**src/sv/pbd_pkg.sv**
```systemverilog
// ----------------------------------------------------------------------------
// pbd_pkg
// Shared constants, command and status types for the posting block decoder.
// ----------------------------------------------------------------------------
package pbd_pkg;

    localparam int BLOCK_SIZE = 128;
    localparam int LANE_COUNT = 4;
    localparam int ROWS       = BLOCK_SIZE / LANE_COUNT;
    localparam int LANE_WORDS = BLOCK_SIZE / LANE_COUNT;
    localparam int LANE_AW    = $clog2(LANE_WORDS);
    localparam int LANE_SEL_W = $clog2(LANE_COUNT);

    localparam logic [5:0] WIDTH_MAX = 6'd32;
    localparam logic [5:0] WIDTH_BAD = 6'd33;
    localparam logic [7:0] CONT_MASK = 8'h80;
    localparam logic [4:0] LAST_ROW  = 5'(ROWS - 1);
    localparam logic [2:0] VARINT_MAX_BYTES = 3'd4;

    typedef enum logic [2:0] {
        OP_NONE,
        OP_START,
        OP_VB_BYTE,
        OP_WIDTH2,
        OP_SEC_BYTE,
        OP_NEXT_SECTION,
        OP_READ,
        OP_EMIT_ROW
    } pbd_op_t;

    typedef struct packed {
        pbd_op_t op;
    } pbd_cmd_t;

    typedef struct packed {
        logic out_full;      // result register occupied
        logic start_zero;    // start beat carries count zero
        logic start_packed;  // start beat opens a bit-packed block
        logic vb_end;        // varbyte beat closes the block
        logic width_bad;     // either width byte makes header invalid
        logic row_ready;     // words for the next row are present
        logic section_done;  // all rows of the section emitted
        logic last_row;      // next row is the final one of the block
    } pbd_status_t;

endpackage

```
**src/sv/pbd_ctrl.sv**
```systemverilog
// ----------------------------------------------------------------------------
// pbd_ctrl
// Sequencer: accepts bytes and steps the packed-row drain loop.
// ----------------------------------------------------------------------------
module pbd_ctrl (
    input  logic                aclk,
    input  logic                aresetn,
    input  logic                s_tvalid,
    output logic                s_tready,
    input  logic                in_start,
    input  pbd_pkg::pbd_status_t status,
    output pbd_pkg::pbd_cmd_t   cmd
);
    import pbd_pkg::*;

    typedef enum logic [2:0] {
        ST_IDLE,
        ST_VB,
        ST_W2,
        ST_BP_BYTE,
        ST_CHECK,
        ST_EMIT
    } state_t;

    state_t state_reg, state_next;
    logic   take;

    assign s_tready = !status.out_full &&
                      (state_reg == ST_IDLE || state_reg == ST_VB ||
                       state_reg == ST_W2   || state_reg == ST_BP_BYTE);
    assign take = s_tvalid && s_tready;

    always_comb begin
        state_next = state_reg;
        cmd.op     = OP_NONE;
        if (take && in_start) begin
            cmd.op = OP_START;
            if (status.start_zero) begin
                state_next = ST_IDLE;
            end else if (status.start_packed) begin
                state_next = ST_W2;
            end else begin
                state_next = ST_VB;
            end
        end else begin
            unique case (state_reg)
                ST_IDLE: begin
                    // stray bytes outside a block are dropped
                end
                ST_VB: begin
                    if (take) begin
                        cmd.op = OP_VB_BYTE;
                        if (status.vb_end) state_next = ST_IDLE;
                    end
                end
                ST_W2: begin
                    if (take) begin
                        cmd.op     = OP_WIDTH2;
                        state_next = status.width_bad ? ST_IDLE : ST_CHECK;
                    end
                end
                ST_BP_BYTE: begin
                    if (take) begin
                        cmd.op     = OP_SEC_BYTE;
                        state_next = ST_CHECK;
                    end
                end
                ST_CHECK: begin
                    if (status.section_done) begin
                        cmd.op = OP_NEXT_SECTION;
                    end else if (status.row_ready) begin
                        cmd.op     = OP_READ;
                        state_next = ST_EMIT;
                    end else begin
                        state_next = ST_BP_BYTE;
                    end
                end
                ST_EMIT: begin
                    if (!status.out_full) begin
                        cmd.op     = OP_EMIT_ROW;
                        state_next = status.last_row ? ST_IDLE : ST_CHECK;
                    end
                end
                default: state_next = ST_IDLE;
            endcase
        end
    end

    always_ff @(posedge aclk) begin
        if (!aresetn) begin
            state_reg <= ST_IDLE;
        end else begin
            state_reg <= state_next;
        end
    end

endmodule

```
**config.mk**
```make
export PLATFORM = sky130hd
export DESIGN_NAME = pbd_ctrl
export DESIGN_NICKNAME = d
export VERILOG_FILES = /design/src/sv/pbd_pkg.sv /design/src/sv/pbd_ctrl.sv
export SDC_FILE = /design/constraint.sdc
export NUM_CORES = 1
export LEC_CHECK = 0
export BUFFER_PORTS_ARGS = -buffer_cell sky130_fd_sc_hd__buf_4
export CORE_AREA = 2 2 39 41
export DETAILED_ROUTE_END_ITERATION = 10
export DIE_AREA = 0 0 41 43
export PLACE_DENSITY = 0.64
export SLEW_MARGIN = 20
export SYNTH_ARGS = -nofsm -noshare
export SYNTH_HDL_FRONTEND = slang
export SYNTH_SLANG_ARGS = --single-unit
```
**constraint.sdc**
```tcl
create_clock -name aclk -period 1.49 [get_ports aclk]
set_input_delay 0.0745 -clock aclk [delete_from_list [all_inputs] [get_ports aclk]]
set_output_delay 0.0745 -clock aclk [all_outputs]
set_load 0.02 [all_outputs]
```
==> impl_metrics.py, run 1 <==
metrics = {
    "timing": {
        "min_period_ps": 1520,
        "tightest_slew_ps": 336,
        "timing.final.crit_share_pct": 102,
        "setup_violations": 3,
        "rsz0062_at_grt": "true",
        "slew_viol_final": 0,
        "setup_ws_ps": -32.0,
        "worst_clock_skew_ps": 4.08,
        "setup_tns_ps": -65.3,
        "max_freq_ghz": 0.657,
        "hold_violations": 0,
        "slew_headroom_pct": 77.5,
    },
    "clock_tree": {
        "ctsHoldBuffers": 0,
        "cts-buffers-inserted": 3,
        "path_clk_slew_ps": 40,
        "clockBufferDepth": 2,
        "cts_sinks": 3,
        "cts_tree": "yes",
        "cts_max_level": 1,
        "clk_latency_ps": 240,
        "ctsRootBufferMaster": "clkbuf_4",
    },
    "layout": {
        "diodes": 0,
        "drive_above_1_share_pct": 57.8,
        "largest_reg_flops": 3,
        "final_common_cell": "buf_4",
        "final_cell_mix": "buf_4, nor2_1, nand2_1",
        "finalNetCount": 97,
        "area_growth_pct": 71.3,
        "design_area_um2": 718,
    },
    "placement": {
        "hpwl_um": 913,
        "place_area_um2": 573,
        "routabilityCongestion": 0.809,
        "port_buffers": 15,
        "place_ws_ps": -44.4,
    },
    "critical_path": {
        "crit_path_end_kind": "primary output",
        "crit_type": "reg -> out",
        "cp.arrival_ps": 1450,
        "required_ps": 1420,
        "cp_max_fo": 7,
        "critPathLaunchType": "flip-flop",
    },
    "grt": {
        "grt.total_usage_pct": 18.0,
        "grt_start_max_net_pins": 8,
        "grt_pass1_wl_um": 2170,
        "grt_overflow": 0,
        "antenna_found_initial": 0,
        "grt_pass1_vias": 558,
    },
    "drt": {
        "ant_nets": 0,
        "drc": 0,
        "vias": 540,
        "finalWirelength_um": 1390,
        "wire_per_inst_um": 14.1,
        "drt-initial-drc-count": 6,
        "vias_per_cell": 5.45,
        "first_pass_iters": 4,
    },
    "power": {
        "irDropWorstVdd_mv": 0.315,
        "cellLeakagePower_nw": 0.280,
        "p_per_area_mw_per_mm2": 471,
    },
    "run_status": {
        "status": "complete, but fails checks",
        "violations": "negative setup slack",
    },
    "floorplan": {
        "die_area_mm2": 0.00176,
        "io_pins": 16,
        "core_mm2": 0.00138,
        "rows": 14,
        "die_h_um": 43,
        "dieWidth_um": 41,
        "initial_core_util_pct": 30.3,
    },
    "run": {
        "cap_violations": 0,
    },
    "logic_synthesis": {
        "yosysTopAreaCell": "dfxtp_1",
        "synthCells": 56,
        "synth-seq-cells": 3,
        "synth_top_cell_area_share_pct": 14.3,
        "synth_warnings": 0,
        "ys_types": 31,
        "syn_area_um2": 419,
        "synth_area_leaders": "dfxtp_1, a2bb2oi_4, nor2_1",
        "synth_nets": 69,
        "yosysSeqAreaShare_pct": 14.3,
        "syn_area_per_cell_um2": 7.48,
    },
    "worst_hold_path": {
        "hold_class": "in -> reg",
    },
}
## Yosys cell counts, drive strengths merged
| cell type | count |
|---|---|
| a31oi | 1 |
| a21oi | 5 |
| ha | 1 |
| o211a | 1 |
| a221o | 1 |
| o21ai | 4 |
| nand2b | 3 |
| inv | 2 |
| nor2 | 7 |
| or2 | 1 |
| o22ai | 3 |
| or2b | 1 |
| and4b | 1 |
| nand4b | 1 |
| nand2 | 5 |
| and2 | 1 |
| o311ai | 1 |
| dfxtp | 3 |
| o211ai | 1 |
| nor3b | 1 |
| a2bb2oi | 1 |
| a21boi | 1 |
| a32oi | 1 |
| nand3 | 1 |
| nor2b | 5 |
| a22oi | 1 |
| buf | 2 |
## routing by layer
metal | GRT usage, % | vias up | routed length, um
li1 | - | 261 | -
met1 | 20.1 | 257 | 560
met2 | 27.8 | 20 | 727
met3 | 5.24 | 2 | 81
met4 | 12.0 | 0 | 25
met5 | 0 | - | 0
## logic make-up after synthesis
logic type	Yosys count	synth area share [%]
and+or+nand+nor	27	35.5
AOI/OAI and AO/OA	21	41.5
buffers and inverters	4	5.67
DFF	3	14.3
adders and majority gates	1	2.98
## final timing paths
check,startpoint,end,slack [ps],cells past startpoint
worst max-delay path,state_reg[2],cmd[1],-30,7
worst min-delay path,aresetn,state_reg[0],100,2
worst max register to register,state_reg[1],state_reg[0],40,7
worst min register to register,state_reg[2],state_reg[2],630,3
## final cells by class
class | instances | area (um2)
Sequential cell | 3 | 63.8
Inverter | 2 | 7.51
Tap cell | 16 | 20.0
Clock buffer | 4 | 26.3
Fill cell | 132 | 666
Multi-Input combinational cell | 49 | 398
Timing Repair Buffer | 25 | 203
## power by group
group	switching (mW)	internal, mW
logic	0.0456	0.0550
registers	0.00533	0.0838
clock network	0.0475	0.101
total	0.0985	0.240
## critical path, stage by stage, from the launching register on
cell and delay (ps):
dfxtp_2 330, buf_6 130, nor2b_2 160, a32oi_1 200
nor2_1 70, a21oi_1 130, nor2_1 50, buf_4 150
## through the flow
step                      hold WS, ps  std cells  power, mW  util (%)
after floorplan                   208         56      0.134         -
after global placement            326         90      0.177      41.4
after detailed placement          339         90      0.177      41.4
after CTS                        95.7         97      0.333      49.0
after global routing              108         99      0.356      51.9
final                             101         99      0.338      51.9
## timing repair
action / 4_1_cts / 5_1_grt
setup endpoints to repair: 5 / 6
pin swaps: 4 / 9
setup buffers: 3 / 2
hold endpoints to repair: 0 / 0
resized for setup: 17 / 7
No activity file was read; power rests on OpenSTA's default activity.
==> run 2, diff against run 1 <==
- PLACE_DENSITY: 0.64 -> 0.67
- SKIP_LAST_GASP: default -> 1
==> impl_metrics.py, run 2 (synthesized netlist as in run 1, its figures left out) <==
metrics = {
    "run_status": {
        "status": "complete, but fails checks",
        "violations": "negative setup slack",
    },
    "floorplan": {
        "initial_core_util_pct": 30.3,
        "rows": 14,
        "die_h_um": 43,
        "core_mm2": 0.00138,
        "die_area_mm2": 0.00176,
        "io_pins": 16,
        "dieWidth_um": 41,
    },
    "critical_path": {
        "critPathLaunchType": "flip-flop",
        "cp_top_family": "buffers and inverters",
        "cp.arrival_ps": 1430,
        "cp_max_fo": 5,
        "critPathMaxStageDelay_ps": 340,
        "cp.buffers_inverters": 3,
        "crit_type": "reg -> out",
        "crit_path_end_kind": "primary output",
        "required_ps": 1420,
        "cpMaxStageDelayCell": "dfxtp_4",
        "path_cells": "buf_6, or2b_1, buf_4, o22ai_2, nand2_1, nand2_1, buf_6",
    },
    "drt": {
        "ant_nets": 0,
        "first_pass_iters": 4,
        "wire_per_inst_um": 13.4,
        "vias": 514,
        "drt-initial-drc-count": 12,
        "vias_per_cell": 5.19,
        "drc": 0,
        "finalWirelength_um": 1330,
    },
    "clock_tree": {
        "cts_max_level": 1,
        "clockBufferDepth": 2,
        "cts_sinks": 3,
        "ctsRootBufferMaster": "clkbuf_4",
        "cts_tree": "yes",
        "clk_latency_ps": 230,
        "path_clk_slew_ps": 40,
        "cts-buffers-inserted": 3,
    },
    "layout": {
        "fillerInstances": 132,
        "layoutNonFillerInstCount": 99,
        "finalNetCount": 97,
        "regArea_um2": 68.8,
        "final_util_pct": 55.5,
        "final_cell_mix": "buf_4, buf_6, nor2_1, nand2_1",
        "drive_above_1_share_pct": 62.7,
        "largest_reg_flops": 3,
        "diodes": 0,
        "final_common_cell": "buf_4",
        "multi_input_area_um2": 435,
        "area_growth_pct": 83.3,
    },
    "placement": {
        "dpl.cell_count": 90,
        "hpwl_um": 918,
        "routabilityCongestion": 0.833,
        "place_ws_ps": -58.2,
        "port_buffers": 15,
    },
    "power": {
        "cellLeakagePower_nw": 0.300,
        "irDropWorstVdd_mv": 0.294,
        "p_per_area_mw_per_mm2": 439,
    },
    "grt": {
        "antenna_found_initial": 0,
        "grt_pass1_vias": 522,
        "grt_pass1_wl_um": 2100,
        "grt_overflow": 0,
        "grt.total_usage_pct": 17.4,
        "grt_start_max_net_pins": 8,
    },
    "timing": {
        "slew_headroom_pct": 78.8,
        "setup_violations": 2,
        "tightest_slew_ps": 317,
        "worst_clock_skew_ps": 0.975,
        "hold_violations": 0,
        "setup_tns_ps": -21.7,
        "min_period_ps": 1510,
        "setup_ws_ps": -16.3,
        "timing.final.crit_share_pct": 101,
        "hold_ws_ps": 94.4,
        "max_freq_ghz": 0.664,
        "rsz0062_at_grt": "true",
        "slew_viol_final": 0,
    },
    "run": {
        "cap_violations": 0,
    },
    "worst_hold_path": {
        "hold_class": "in -> reg",
    },
}
-- run 2: changes by cell type in the layout (fill, tap and decap cells not counted), moves of 2 or more --
| cell | before | now |
|---|---|---|
| a21oi_4 | 0 | 2 |
| buf_4 | 21 | 19 |
| dfxtp_4 | 0 | 2 |
| dfxtp_2 | 3 | 1 |
| buf_6 | 4 | 6 |
| inv_1 | 2 | 0 |
| inv_2 | 0 | 2 |
| a21oi_1 | 2 | 0 |
-- run 2: metrics by stage --
step / cell area [um2] / power, mW
2_1_floorplan: 419 / 0.134
3_3_place_gp: 573 / 0.174
3_5_place_dp: 573 / 0.175
4_1_cts: 676 / 0.331
5_1_grt: 768 / 0.366
6_report: 768 / 0.337
-- run 2: path summary, 6_finish.rpt --
path | from | end | slack (ps) | cells after the start
max | state_reg[1] | cmd[0] | -20 | 7
min | aresetn | state_reg[0] | 90 | 2
max reg2reg | state_reg[2] | state_reg[0] | 10 | 8
min reg2reg | state_reg[0] | state_reg[0] | 570 | 1
-- run 2: final cells by class --
class	count	share of cell area (%)
repair buffers	25	27.4
well taps	16	2.61
multi-input cells	49	56.7
inverters	2	0.977
clock buffers	4	3.42
flip-flops and latches	3	8.96
-- run 2: worst reg2reg max path, delay by kind of cell, from the launching register on --
family / cells / cell delay [ps]
buffers and inverters: 3 / 370
DFF: 1 / 350
AOI/OAI and AO/OA: 4 / 590
and+or+nand+nor: 1 / 50
-- run 2: repair_timing --
item / in CTS / in global routing
endpoints found under the setup margin: 5 / 6
buffers inserted: 5 / 1
hold buffers: 0 / 0
gates resized for setup: 11 / 26
pin swaps: 6 / 11
cloned: 0 / 0
-- run 2: per-layer routing --
metal  global-route usage (%)  part of all wire [%]
met1                     20.9                    44
met3                     4.19                   3.7
met2                     26.3                    52
met5                        0                     0
met4                     10.7                     0
-- run 2: power by group --
part | internal (mW) | leakage [nW] | switching, mW | total [mW]
registers | 0.0803 | 0.0263 | 0.00435 | 0.0846
logic | 0.0590 | 0.258 | 0.0511 | 0.110
clock network | 0.100 | 0.0150 | 0.0420 | 0.142
